[src/rtl/imu_angle_packet_to_ascii_assert.svh]
// Assertion macros shared by the angle packet to ASCII block.
`ifndef IMU_ANGLE_PACKET_TO_ASCII_ASSERT_SVH
`define IMU_ANGLE_PACKET_TO_ASCII_ASSERT_SVH

`ifndef NO_ASSERTIONS

// same-cycle implication
`define APTA_ASSERT_IMPLY(lbl, clk, rst_n, a, b) \
	lbl: assert property (@(posedge clk) disable iff (!(rst_n)) (a) |-> (b)) \
		else $error("assertion failed");

// next-cycle implication
`define APTA_ASSERT_NEXT(lbl, clk, rst_n, a, b) \
	lbl: assert property (@(posedge clk) disable iff (!(rst_n)) (a) |=> (b)) \
		else $error("assertion failed");

`else

`define APTA_ASSERT_IMPLY(lbl, clk, rst_n, a, b)
`define APTA_ASSERT_NEXT(lbl, clk, rst_n, a, b)

`endif

`endif

[src/rtl/apta_pkg.sv]
// Package: types and constants of the angle packet to ASCII block.
`default_nettype none

package apta_pkg;

	localparam int PACKET_LENGTH_DEF = 11;
	localparam int QUEUE_DEPTH_DEF   = 2;

	localparam int IDX_W     = 4;
	localparam int CFG_IDX_W = 2;
	localparam int RAW_W     = 16;
	localparam int M_W       = 18;
	localparam int BCD_W     = 24;

	localparam logic [CFG_IDX_W-1:0] REG_SYNC = 2'd0;
	localparam logic [CFG_IDX_W-1:0] REG_TYPE = 2'd1;

	localparam logic [7:0] SYNC_RESET = 8'h55;
	localparam logic [7:0] TYPE_RESET = 8'h53;

	localparam logic [RAW_W-1:0] RAW_HALF = 16'h8000;
	localparam logic [12:0]      SCALE    = 13'd5625;

	localparam logic [7:0] CH_PLUS  = 8'd43;
	localparam logic [7:0] CH_MINUS = 8'd45;
	localparam logic [7:0] CH_POINT = 8'd46;
	localparam logic [7:0] CH_ZERO  = 8'd48;
	localparam logic [7:0] CH_CR    = 8'h0D;
	localparam logic [7:0] CH_LF    = 8'h0A;

	typedef struct packed {
		logic                 valid;
		logic [CFG_IDX_W-1:0] index;
		logic [7:0]           data;
	} cfg_wr_t;

	typedef struct packed {
		logic full;
		logic empty;
	} q_stat_t;

	// one shift-add-3 step of binary to BCD conversion
	function automatic logic [BCD_W-1:0] bcd_step(input logic [BCD_W-1:0] bcd,
			input logic in_bit);
		logic [BCD_W-1:0] adj;
		adj = bcd;
		for (int d = 0; d < BCD_W / 4; d++) begin
			if (adj[d*4 +: 4] >= 4'd5)
				adj[d*4 +: 4] = adj[d*4 +: 4] + 4'd3;
		end
		return {adj[BCD_W-2:0], in_bit};
	endfunction

endpackage

`default_nettype wire

[src/rtl/apta_parser.sv]
// Front end: packet framing, checksum and type check, config registers.
`default_nettype none

module apta_parser #(
	parameter int PACKET_LENGTH = apta_pkg::PACKET_LENGTH_DEF
) (
	input  wire logic                        clk,
	input  wire logic                        arst_n,
	input  wire apta_pkg::cfg_wr_t           cfg,
	input  wire logic                        accept,
	input  wire logic [7:0]                  rx_byte,
	output logic                             push,
	output logic [apta_pkg::RAW_W-1:0]       push_raw
);

	localparam logic [apta_pkg::IDX_W:0] LAST_POS = (apta_pkg::IDX_W+1)'(PACKET_LENGTH);

	logic [7:0]                 sync_q, type_q;
	logic [apta_pkg::IDX_W-1:0] idx_q;
	logic [7:0]                 sum_q, kind_q, low_q, high_q;

	logic [7:0] kind_n, low_n, high_n;
	logic       is_sync, at_end, good;

	always_comb begin
		is_sync = (rx_byte == sync_q);
		kind_n  = (idx_q == 4'd1) ? rx_byte : kind_q;
		low_n   = (idx_q == 4'd4) ? rx_byte : low_q;
		high_n  = (idx_q == 4'd5) ? rx_byte : high_q;
		at_end  = ({1'b0, idx_q} + 5'd1) >= LAST_POS;
		good    = (sum_q == rx_byte) && (kind_n == type_q);
	end

	assign push     = accept && !is_sync && at_end && good;
	assign push_raw = {high_n, low_n};

	always_ff @(posedge clk or negedge arst_n) begin
		if (!arst_n) begin
			sync_q <= apta_pkg::SYNC_RESET;
			type_q <= apta_pkg::TYPE_RESET;
		end else if (cfg.valid) begin
			case (cfg.index)
				apta_pkg::REG_SYNC: sync_q <= cfg.data;
				apta_pkg::REG_TYPE: type_q <= cfg.data;
				default: ;
			endcase
		end
	end

	always_ff @(posedge clk or negedge arst_n) begin
		if (!arst_n) begin
			idx_q  <= '0;
			sum_q  <= '0;
			kind_q <= '0;
			low_q  <= '0;
			high_q <= '0;
		end else if (accept) begin
			if (is_sync) begin
				idx_q  <= 4'd1;
				sum_q  <= rx_byte;
				kind_q <= '0;
				low_q  <= '0;
				high_q <= '0;
			end else begin
				kind_q <= kind_n;
				low_q  <= low_n;
				high_q <= high_n;
				if (at_end) begin
					idx_q <= '0;
					sum_q <= '0;
				end else begin
					idx_q <= idx_q + 4'd1;
					sum_q <= sum_q + rx_byte;
				end
			end
		end
	end

endmodule

`default_nettype wire

[src/rtl/apta_queue.sv]
// Short queue of raw angle values between the front and back ends.
`default_nettype none
`include "imu_angle_packet_to_ascii_assert.svh"

module apta_queue #(
	parameter int DEPTH = apta_pkg::QUEUE_DEPTH_DEF
) (
	input  wire logic                        clk,
	input  wire logic                        arst_n,
	input  wire logic                        push,
	input  wire logic [apta_pkg::RAW_W-1:0]  push_raw,
	input  wire logic                        pop,
	output logic [apta_pkg::RAW_W-1:0]       pop_raw,
	output apta_pkg::q_stat_t                stat
);

	localparam int PTR_W = (DEPTH > 1) ? $clog2(DEPTH) : 1;
	localparam int CNT_W = $clog2(DEPTH + 1);
	localparam logic [PTR_W-1:0] PTR_LAST = PTR_W'(DEPTH - 1);
	localparam logic [CNT_W-1:0] CNT_FULL = CNT_W'(DEPTH);

	logic [apta_pkg::RAW_W-1:0] mem_q [DEPTH];
	logic [PTR_W-1:0]           wr_q, rd_q;
	logic [CNT_W-1:0]           cnt_q;

	assign stat.full  = (cnt_q == CNT_FULL);
	assign stat.empty = (cnt_q == '0);
	assign pop_raw    = mem_q[rd_q];

	always_ff @(posedge clk) begin
		if (push)
			mem_q[wr_q] <= push_raw;
	end

	always_ff @(posedge clk or negedge arst_n) begin
		if (!arst_n) begin
			wr_q  <= '0;
			rd_q  <= '0;
			cnt_q <= '0;
		end else begin
			if (push)
				wr_q <= (wr_q == PTR_LAST) ? '0 : wr_q + 1'b1;
			if (pop)
				rd_q <= (rd_q == PTR_LAST) ? '0 : rd_q + 1'b1;
			case ({push, pop})
				2'b10:   cnt_q <= cnt_q + 1'b1;
				2'b01:   cnt_q <= cnt_q - 1'b1;
				default: cnt_q <= cnt_q;
			endcase
		end
	end

	`APTA_ASSERT_IMPLY(a_no_overflow, clk, arst_n, push, !stat.full)
	`APTA_ASSERT_IMPLY(a_no_underflow, clk, arst_n, pop, !stat.empty)

endmodule

`default_nettype wire

[src/rtl/apta_format.sv]
// Back end: scale to millidegrees, convert to decimal, emit the ASCII line.
`default_nettype none
`include "imu_angle_packet_to_ascii_assert.svh"

module apta_format (
	input  wire logic                        clk,
	input  wire logic                        arst_n,
	input  wire apta_pkg::q_stat_t           stat,
	input  wire logic [apta_pkg::RAW_W-1:0]  pop_raw,
	output logic                             pop,
	output logic                             out_valid,
	input  wire logic                        out_stall,
	output logic [7:0]                       out_byte,
	output logic                             last_byte
);

	localparam logic [1:0] ST_IDLE = 2'd0;
	localparam logic [1:0] ST_MUL  = 2'd1;
	localparam logic [1:0] ST_CONV = 2'd2;
	localparam logic [1:0] ST_EMIT = 2'd3;

	localparam int          PROD_W    = apta_pkg::RAW_W + 13;
	localparam logic [3:0]  CONV_LAST = 4'(apta_pkg::M_W / 2 - 1);
	localparam logic [3:0]  CHAR_LAST = 4'd9;

	logic [1:0]                 state_q;
	logic                       neg_q;
	logic [apta_pkg::RAW_W-1:0] mag_q;
	logic [apta_pkg::M_W-1:0]   m_q;
	logic [apta_pkg::BCD_W-1:0] bcd_q;
	logic [3:0]                 cnt_q;
	logic [3:0]                 char_q;
	logic                       out_valid_q, last_q;
	logic [7:0]                 out_byte_q;

	logic [PROD_W-1:0]          prod;
	logic                       out_free;
	logic [7:0]                 ch;

	assign pop      = (state_q == ST_IDLE) && !stat.empty;
	assign prod     = PROD_W'(mag_q) * PROD_W'(apta_pkg::SCALE);
	assign out_free = !out_valid_q || !out_stall;

	always_comb begin
		case (char_q)
			4'd0:    ch = neg_q ? apta_pkg::CH_MINUS : apta_pkg::CH_PLUS;
			4'd1:    ch = apta_pkg::CH_ZERO + {4'd0, bcd_q[23:20]};
			4'd2:    ch = apta_pkg::CH_ZERO + {4'd0, bcd_q[19:16]};
			4'd3:    ch = apta_pkg::CH_ZERO + {4'd0, bcd_q[15:12]};
			4'd4:    ch = apta_pkg::CH_POINT;
			4'd5:    ch = apta_pkg::CH_ZERO + {4'd0, bcd_q[11:8]};
			4'd6:    ch = apta_pkg::CH_ZERO + {4'd0, bcd_q[7:4]};
			4'd7:    ch = apta_pkg::CH_ZERO + {4'd0, bcd_q[3:0]};
			4'd8:    ch = apta_pkg::CH_CR;
			default: ch = apta_pkg::CH_LF;
		endcase
	end

	always_ff @(posedge clk) begin
		case (state_q)
			ST_IDLE: begin
				neg_q <= (pop_raw > apta_pkg::RAW_HALF);
				mag_q <= (pop_raw > apta_pkg::RAW_HALF) ? 16'd0 - pop_raw : pop_raw;
			end
			ST_MUL: begin
				m_q   <= prod[apta_pkg::M_W+9:10];
				bcd_q <= '0;
			end
			ST_CONV: begin
				bcd_q <= apta_pkg::bcd_step(apta_pkg::bcd_step(bcd_q,
						m_q[apta_pkg::M_W-1]), m_q[apta_pkg::M_W-2]);
				m_q   <= {m_q[apta_pkg::M_W-3:0], 2'b00};
			end
			default: ;
		endcase
		if (out_free && state_q == ST_EMIT) begin
			out_byte_q <= ch;
			last_q     <= (char_q == CHAR_LAST);
		end
	end

	always_ff @(posedge clk or negedge arst_n) begin
		if (!arst_n) begin
			state_q     <= ST_IDLE;
			cnt_q       <= '0;
			char_q      <= '0;
			out_valid_q <= 1'b0;
		end else begin
			case (state_q)
				ST_IDLE: if (pop) state_q <= ST_MUL;
				ST_MUL: begin
					cnt_q   <= '0;
					state_q <= ST_CONV;
				end
				ST_CONV: begin
					cnt_q <= cnt_q + 4'd1;
					if (cnt_q == CONV_LAST) begin
						char_q  <= '0;
						state_q <= ST_EMIT;
					end
				end
				ST_EMIT: if (out_free) begin
					char_q <= char_q + 4'd1;
					if (char_q == CHAR_LAST)
						state_q <= ST_IDLE;
				end
				default: state_q <= ST_IDLE;
			endcase
			if (out_free)
				out_valid_q <= (state_q == ST_EMIT);
		end
	end

	assign out_valid = out_valid_q;
	assign out_byte  = out_byte_q;
	assign last_byte = last_q;

	`APTA_ASSERT_IMPLY(a_last_is_lf, clk, arst_n, out_valid_q && last_q,
		out_byte_q == apta_pkg::CH_LF)
	`APTA_ASSERT_IMPLY(a_char_range, clk, arst_n, state_q == ST_EMIT, char_q <= CHAR_LAST)
	`APTA_ASSERT_NEXT(a_mul_to_conv, clk, arst_n, state_q == ST_MUL,
		state_q == ST_CONV && cnt_q == 4'd0)

endmodule

`default_nettype wire

[src/rtl/imu_angle_packet_to_ascii.sv]
// Top level: angle packet parser feeding an ASCII line formatter.
//
// Input channel (in_valid, in_stall, rx_byte) takes one received byte per transfer.
// A byte equal to the sync register restarts framing; every PACKET_LENGTH bytes a
// packet closes. A packet whose sum and type byte check out yields one line on the
// output channel (out_valid, out_stall, out_byte, last_byte): sign, three digits,
// point, three decimals, CR, LF, with last_byte set on the LF.
// Config writes (cfg_valid, cfg_ready, cfg_index, cfg_data): index 0 sync byte,
// index 1 angle type byte; cfg_ready is always high.
// Throughput: one byte per cycle while the raw-value queue has room. For each good
// packet the formatter pops the queue, multiplies, converts to BCD two bits per step
// and emits ten characters before it pops again, so the queue depth and formatter
// set how many closely spaced good packets pass without stalling input.
// The line's characters go out one per cycle while out_stall is low.
// Reset clears framing state, empties the queue and loads 0x55 / 0x53 into the
// config registers. A stalled receiver holds the output register; the formatter
// waits and the queue then fills, raising in_stall.
`default_nettype none

module imu_angle_packet_to_ascii #(
	parameter int PACKET_LENGTH = apta_pkg::PACKET_LENGTH_DEF,
	parameter int QUEUE_DEPTH   = apta_pkg::QUEUE_DEPTH_DEF
) (
	input  wire logic                           clk,
	input  wire logic                           arst_n,
	input  wire logic                           in_valid,
	output logic                                in_stall,
	input  wire logic [7:0]                     rx_byte,
	output logic                                out_valid,
	input  wire logic                           out_stall,
	output logic [7:0]                          out_byte,
	output logic                                last_byte,
	input  wire logic                           cfg_valid,
	output logic                                cfg_ready,
	input  wire logic [apta_pkg::CFG_IDX_W-1:0] cfg_index,
	input  wire logic [7:0]                     cfg_data
);

	apta_pkg::cfg_wr_t          cfg;
	apta_pkg::q_stat_t          stat;
	logic                       accept, push, pop;
	logic [apta_pkg::RAW_W-1:0] push_raw, pop_raw;

	assign cfg_ready = 1'b1;
	assign cfg.valid = cfg_valid && cfg_ready;
	assign cfg.index = cfg_index;
	assign cfg.data  = cfg_data;

	assign in_stall = stat.full;
	assign accept   = in_valid && !in_stall;

	apta_parser #(
		.PACKET_LENGTH(PACKET_LENGTH)
	) u_parser (
		.clk      (clk),
		.arst_n   (arst_n),
		.cfg      (cfg),
		.accept   (accept),
		.rx_byte  (rx_byte),
		.push     (push),
		.push_raw (push_raw)
	);

	apta_queue #(
		.DEPTH(QUEUE_DEPTH)
	) u_queue (
		.clk      (clk),
		.arst_n   (arst_n),
		.push     (push),
		.push_raw (push_raw),
		.pop      (pop),
		.pop_raw  (pop_raw),
		.stat     (stat)
	);

	apta_format u_format (
		.clk       (clk),
		.arst_n    (arst_n),
		.stat      (stat),
		.pop_raw   (pop_raw),
		.pop       (pop),
		.out_valid (out_valid),
		.out_stall (out_stall),
		.out_byte  (out_byte),
		.last_byte (last_byte)
	);

endmodule

`default_nettype wire
[config.mk]
export PLATFORM = sky130hd
export DESIGN_NAME = imu_angle_packet_to_ascii
export DESIGN_NICKNAME = d
export VERILOG_FILES = /design/src/rtl/apta_pkg.sv /design/src/rtl/apta_parser.sv /design/src/rtl/apta_queue.sv /design/src/rtl/apta_format.sv /design/src/rtl/imu_angle_packet_to_ascii.sv
export VERILOG_INCLUDE_DIRS = /design/src /design/src/rtl
export SDC_FILE = /design/constraint.sdc
export NUM_CORES = 1
export LEC_CHECK = 0
export ABC_AREA = 1
export BUFFER_PORTS_ARGS = -buffer_cell sky130_fd_sc_hd__buf_2
export CELL_PAD_IN_SITES_DETAIL_PLACEMENT = 1
export CELL_PAD_IN_SITES_GLOBAL_PLACEMENT = 1
export CORE_UTILIZATION = 45
export DETAILED_ROUTE_END_ITERATION = 6
export PLACE_DENSITY = 0.72
export SYNTH_ARGS = -nofsm -noshare
export SYNTH_HDL_FRONTEND = slang
export SYNTH_SLANG_ARGS = --single-unit
[constraint.sdc]
create_clock -name clk -period 14.94 [get_ports clk]
set_input_delay 0.747 -clock clk [delete_from_list [all_inputs] [get_ports clk]]
set_output_delay 0.747 -clock clk [all_outputs]
set_load 0.05 [all_outputs]
==> results of run 1 <==
## cells by family (layout without fill, tap and decap cells)
kind of cell	after synthesis	after routing	share of synthesized area
and+or+nand+nor	507	507	0.155
buffers and inverters	378	419	0.107
AOI/OAI and AO/OA	269	269	0.111
adders and majority gates	234	234	0.262
DFF	165	165	0.335
xor gates and xnor gates	46	46	0.0292
other	2	3	0.000544
## worst paths after layout
| path | end | cells past startpoint |
|---|---|---|
| setup / recovery | u_format.m_q[8] | 16 |
| hold / removal | u_parser.type_q[6] | 2 |
| setup reg to reg | u_format.m_q[8] | 16 |
| hold reg to reg | u_parser.type_q[6] | 2 |
| max in group asynchronous | u_parser.low_q[2] | 2 |
| min in group asynchronous | u_parser.sync_q[5] | 2 |
## registers in the layout (all words and copies together), names as in the netlist, 8 cells and up
name,cells
u_parser.sync_q,8
u_parser.type_q,8
u_format.m_q,18
u_format.bcd_q,24
u_parser.kind_q,8
u_parser.sum_q,8
u_queue.mem_q,32
u_parser.low_q,8
u_parser.high_q,8
u_format.mag_q,16
## cell usage in the layout, fill, tap and decap left out, types with 21 or more instances in the layout
cell type and n:
a21oi_1 75, a22o_1 21, buf_2 31, dfrtp_1 59
edfxtp_1 98, fa_1 91, ha_1 142, inv_1 347
nand2_1 300, nand3_1 56, nor2_1 92, o21ai_0 126
xor2_1 28
## worst register-to-register path: stages, from the launching register on
cell	delay [ns]
edfxtp_1	0.59
fa_1	0.60
inv_1	0.06
fa_1	0.50
inv_1	0.05
fa_1	0.47
fa_1	0.55
inv_1	0.06
fa_1	0.52
inv_1	0.04
ha_1	0.35
a21oi_1	0.24
o21ai_0	0.18
a21oi_1	0.16
nand2_1	0.13
xnor2_1	0.15
o21ai_0	0.30
## layer usage
layer,vias up,share of wire
met5,-,0
li1,5167,-
met3,37,0.022
met1,5089,0.46
met2,133,0.50
met4,0,0.018
## metrics by stage
stage / utilization / setup slack [ns] / hold WS (ns) / cells
after floorplan: - / 10.18 / 0.442 / 1602
after global placement: 0.480 / 9.89 / 0.456 / 2001
after detailed placement: 0.480 / 9.78 / 0.491 / 2001
after CTS: 0.500 / 9.78 / 0.506 / 2033
after global routing: 0.500 / 9.51 / 0.525 / 2033
final: 0.500 / 9.79 / 0.502 / 2033
## cell type report
| class | count | area, um^2 | area share |
|---|---|---|---|
| multi-input combinational | 1059 | 7710 | 0.516 |
| sequential | 165 | 4630 | 0.310 |
| inverter | 350 | 1310 | 0.0880 |
| tap | 390 | 488 | 0.0327 |
| clock buffer | 19 | 453 | 0.0303 |
| timing repair buffer | 37 | 200 | 0.0134 |
| clock inverter | 13 | 140 | 0.00938 |
==> results.txt, run 1 <==
CTS tree -> done
Post-synthesis sequential area ratio -> 0.335
Area of the die -> 31,400 um^2
Clock tree buffer depth -> 2
Post-synth top cells -> 347 x inv_1, 300 x nand2_1, 143 x ha_1
Worst hold path type -> reg2reg
Clk Latency, worst-skew pair -> 0.45 ns
Crit. End Element -> flop
Die Height -> 177 um
Top post-synthesis cells by area -> edfxtp_1 21%, fa_1 13%, ha_1 13%
Worst path slowest cell -> fa_1
First-pass GRT wire length -> 55.6 mm
Ys Warns -> 0
Met3 GRT Util -> 0.0292
Routed via count -> 10,400
Achievable Freq -> 194 MHz
Slew Viols, Final -> 0
Synthesized instance count -> 1,601
Ys flop type -> edfxtp_1
Post-CTS Setup Inserts -> 0
Clk pin slew, worst setup/hold paths -> 0.08 ns
Routing usage on met1 -> 0.286
ANT cells -> 0
Layout fillers -> 3,552
Post_cts resized -> 0
Syn Std Cell Area -> 13,800 um^2
DRT Pass-1 Iters -> 5
Wirelength, routed -> 33.0 mm
Vias in the first global route -> 11,100
Critical path class -> reg2reg
I/O Buffers -> 31
Worst path bufs/invs -> 4
Worst Skew -> 0.0116 ns
Max_slew headroom -> 0.384
Cts bufs inserted -> 17
Post-synth EDFFs -> 98
CTS sink cnt -> 165
Drt initial violations -> 503
Syn Area/Cell -> 8.62 um^2
Ys async rst share -> 0.406
Routability cong. -> 0.829
Fin crit share -> 0.345
Final setup violation count -> 0
Origin of the worst min-delay path -> u_parser.type_q[6]
Largest net degree at the start of global routing -> 68
Unrepaired setup endpoints after global routing -> false
Share of the synthesized area in the top cell type -> 0.213
Crit path from -> u_format.mag_q[7]
Critical Path Max Stage Delay -> 0.60 ns
Critical-path maximum fanout -> 9
Mean routed wirelength per cell -> 16.3 um
Antenna violations before repair -> 0
Minimum clock period after layout -> 5.15 ns
CP Launch Type -> flop
Largest area contributor in the netlist -> edfxtp_1
Area Overhead vs Synth -> 8.20%
Reg2Reg Launch Point -> u_format.mag_q[7]
Core Rows -> 63
CTS H-Tree Depth -> 4
Initial Util -> 0.462
Status -> finished, final reports clean
Max-Cap Viols -> 0
GRT overflow -> 0
M2 GR Usage -> 0.404
Top cell by count, worst path -> fa_1
Antenna-violating nets left -> 0
Crit path DAT -> 5.38 ns
Layout cell share with drive strength beyond 1 -> 0.0688
Post-DP Area -> 14,300 um^2
Synth cell types -> 49
Die W -> 177 um
Hold buffers post-CTS -> 0
Worst-margin pin slew -> 0.925 ns
Vias per cell -> 5.13
Top-count cell post-synth -> inv_1
Post-synthesis register bit count -> 165
Total negative slack -> 0 ns
Total I/O pin count -> 35
DRC -> 0
Hold Vio Cnt, Final -> 0
GR peak layer -> met2
Critical Path RT -> 15.17 ns
Final instance area -> 14,900 um^2
Register-to-register setup slack -> 9.79 ns
Total GRT Usage -> 0.227
Worst path top cell family by delay -> adder cells
Core Area -> 29,900 um^2
Root buf cell -> clkbuf_16
Nets@finish -> 1,887
Crit path cell chain -> fa_1 > inv_1 > fa_1 > inv_1 > fa_1 > fa_1 > inv_1 > fa_1 > inv_1 > ha_1 > a21oi_1 > o21ai_0 > a21oi_1 > nand2_1 > xnor2_1 > o21ai_0
Post-DP HPWL -> 26.2 mm
Power of run 1 is not shown: default switching activity piles up to over one toggle a cycle in this logic, so the estimate is an artifact.
==> run 2: changes to the inputs <==
Clock period 14.94 ns to 5.1 ns, I/O delays scaled along.
==> results.txt, run 2 (synthesis gave the netlist of run 1 again) <==
Status -> finished, final reports clean
Drt initial violations -> 429 (-15%)
Largest net degree at the start of global routing -> 68 (unchanged)
Commonest non-fill, non-tap cell in the layout -> inv_1
Die W -> 177 um (unchanged)
Mean routed wirelength per cell -> 16.9 um (+3.9%)
CTS tree -> done
CTS H-Tree Depth -> 4 (unchanged)
Wirelength, routed -> 35.1 mm (+6.1%)
Unrepaired setup endpoints after global routing -> true
Initial Util -> 0.462 (unchanged)
Minimum clock period after layout -> 4.96 ns (-0.194 ns)
Worst path slowest cell -> fa_1
Max FFs per register -> 32 (unchanged)
Die Height -> 177 um (unchanged)
Leading cell types in the layout, fill and taps excluded -> 347 x inv_1, 295 x nand2_1, 136 x ha_1, 122 x o21ai_0, 98 x edfxtp_1
Fin cells -> 2,075 (+2.1%)
CTS sink cnt -> 165 (unchanged)
Layout fillers -> 3,570 (+0.51%)
CP Launch Type -> flop
Antenna-violating nets left -> 0 (unchanged)
Cts bufs inserted -> 17 (unchanged)
Critical Path RT -> 5.30 ns (-9.87 ns)
Core Rows -> 63 (unchanged)
Critical path class -> reg2reg
Routability cong. -> 0.851 (+2.7%)
Hold buffers post-CTS -> 0 (unchanged)
Slew Viols, Final -> 0 (unchanged)
Core Area -> 29,900 um^2 (unchanged)
Layout cell share with drive strength beyond 1 -> 0.106 (+0.0369)
Worst-margin pin slew -> 0.990 ns (+0.0656 ns)
Top Registers -> u_queue.mem_q x32, u_format.bcd_q x24, u_format.m_q x18
Worst hold path type -> in2async
Achievable Freq -> 202 MHz (+3.9%)
Post-Place Cells -> 2,024 (+1.1%)
Clk Latency, worst-skew pair -> 0.46 ns (about the same)
Max_slew headroom -> 0.340 (-0.0437)
DRC -> 0 (unchanged)
PnR worst setup slack -> 0.142 ns (-9.65 ns)
Worst Skew -> 0.0154 ns (+0.00385 ns)
Final setup violation count -> 0 (unchanged)
ANT cells -> 0 (unchanged)
Area of the die -> 31,400 um^2 (unchanged)
Crit path DAT -> 5.16 ns (-0.22 ns)
Top cell by count, worst path -> fa_1
Worst path bufs/invs -> 3 (-1)
Hold Vio Cnt, Final -> 0 (unchanged)
Post-DP HPWL -> 27.1 mm (+3.3%)
Vias per cell -> 5.17 (+0.80%)
Clk pin slew, worst setup/hold paths -> 0.07 ns (about the same)
Antenna violations before repair -> 0 (unchanged)
I/O Buffers -> 31 (unchanged)
Total GRT Usage -> 0.235 (+0.00823)
First-pass GRT wire length -> 57.3 mm (+3.2%)
Fin crit share -> 0.972 (+0.627)
Max-Cap Viols -> 0 (unchanged)
Worst Reg-to-Reg Cells -> 17 (+1)
Crit path cell chain -> buf_4 > fa_1 > fa_1 > fa_1 > fa_1 > inv_1 > fa_1 > inv_1 > ha_1 > a21oi_1 > o21ai_0 > a21oi_1 > nand2_2 > nand2_1 > nand3_1 > nand3_1 > nand2_1
Worst path top cell family by delay -> adder cells
GRT overflow -> 0 (unchanged)
Area Overhead vs Synth -> 11.3%
DP Worst Slack -> -0.0154 ns (-9.79 ns)
Critical Path Max Stage Delay -> 0.54 ns (-0.06 ns)
Root buf cell -> clkbuf_16
Critical-path maximum fanout -> 5 (-4)
Crit. End Element -> flop
DRT Pass-1 Iters -> 5 (unchanged)
Total I/O pin count -> 35 (unchanged)
Reg with most FFs -> u_queue.mem_q
Nets@finish -> 1,929 (+2.2%)
CP Depth -> 17 (+1)
Routed via count -> 10,700 (+2.9%)
Clock tree buffer depth -> 2 (unchanged)
Vias in the first global route -> 11,600 (+4.2%)
run 2: cell count changes in the layout (fill, tap and decap cells not counted), moves of 3 or more:
cell     delta
o21ai_0     -4
a21oi_2     +4
nor2_2      +4
buf_4      +38
ha_1        -6
a21oi_1     -4
o21ai_1     +3
nor2_1      -4
ha_4        +5
buf_6       +4
nand2_2     +5
nand2_1     -5
run 2: layer usage:
| metal | global-route usage | routed length (um) |
|---|---|---|
| met5 | 0 | 0 |
| met1 | 0.279 | 15100 |
| met3 | 0.0292 | 734 |
| met4 | 0.0690 | 660 |
| met2 | 0.439 | 18600 |
run 2: timing repair:
action | 4_1_cts | 5_1_grt
pin swaps | 0 | 9
gates resized for setup | 1 | 32
setup buffers | 2 | 17
cloned | 0 | 0
setup endpoints to repair | 3 | 13
run 2: cell type report:
cell class,count,area [um^2],share of cell area
multi-input combinational,1059,7830,0.510
sequential,165,4630,0.301
clock buffer,18,429,0.0279
tap,390,488,0.0318
inverter,350,1310,0.0855
clock inverter,14,138,0.00896
timing repair buffer,79,531,0.0345
run 2: stage by stage:
| stage | setup TNS [ns] | util | cell area [um^2] | hold WS [ns] |
|---|---|---|---|---|
| final | 0 | 0.514 | 15400 | 0.0226 |
| after global routing | -0.407 | 0.514 | 15400 | 0.0394 |
| after CTS | 0 | 0.505 | 15100 | 0.0391 |
| after detailed placement | -0.0154 | 0.486 | 14500 | 0.477 |
| after global placement | 0 | 0.486 | 14500 | 0.455 |
| after floorplan | 0 | - | 13800 | -0.0406 |
run 2: worst paths after layout:
kind / startpoint / slack (ns) / to
setup / recovery: u_format.mag_q[13] / 0.14 / u_format.m_q[16]
hold / removal: arst_n / 0.02 / u_parser.sync_q[5]
setup reg to reg: u_format.mag_q[13] / 0.14 / u_format.m_q[16]
hold reg to reg: u_parser.type_q[5] / 0.49 / u_parser.type_q[5]
max in group asynchronous: arst_n / 4.50 / u_parser.low_q[2]
min in group clk: out_stall / 0.05 / u_format.out_valid
Power of run 2 is left out for the same reason.
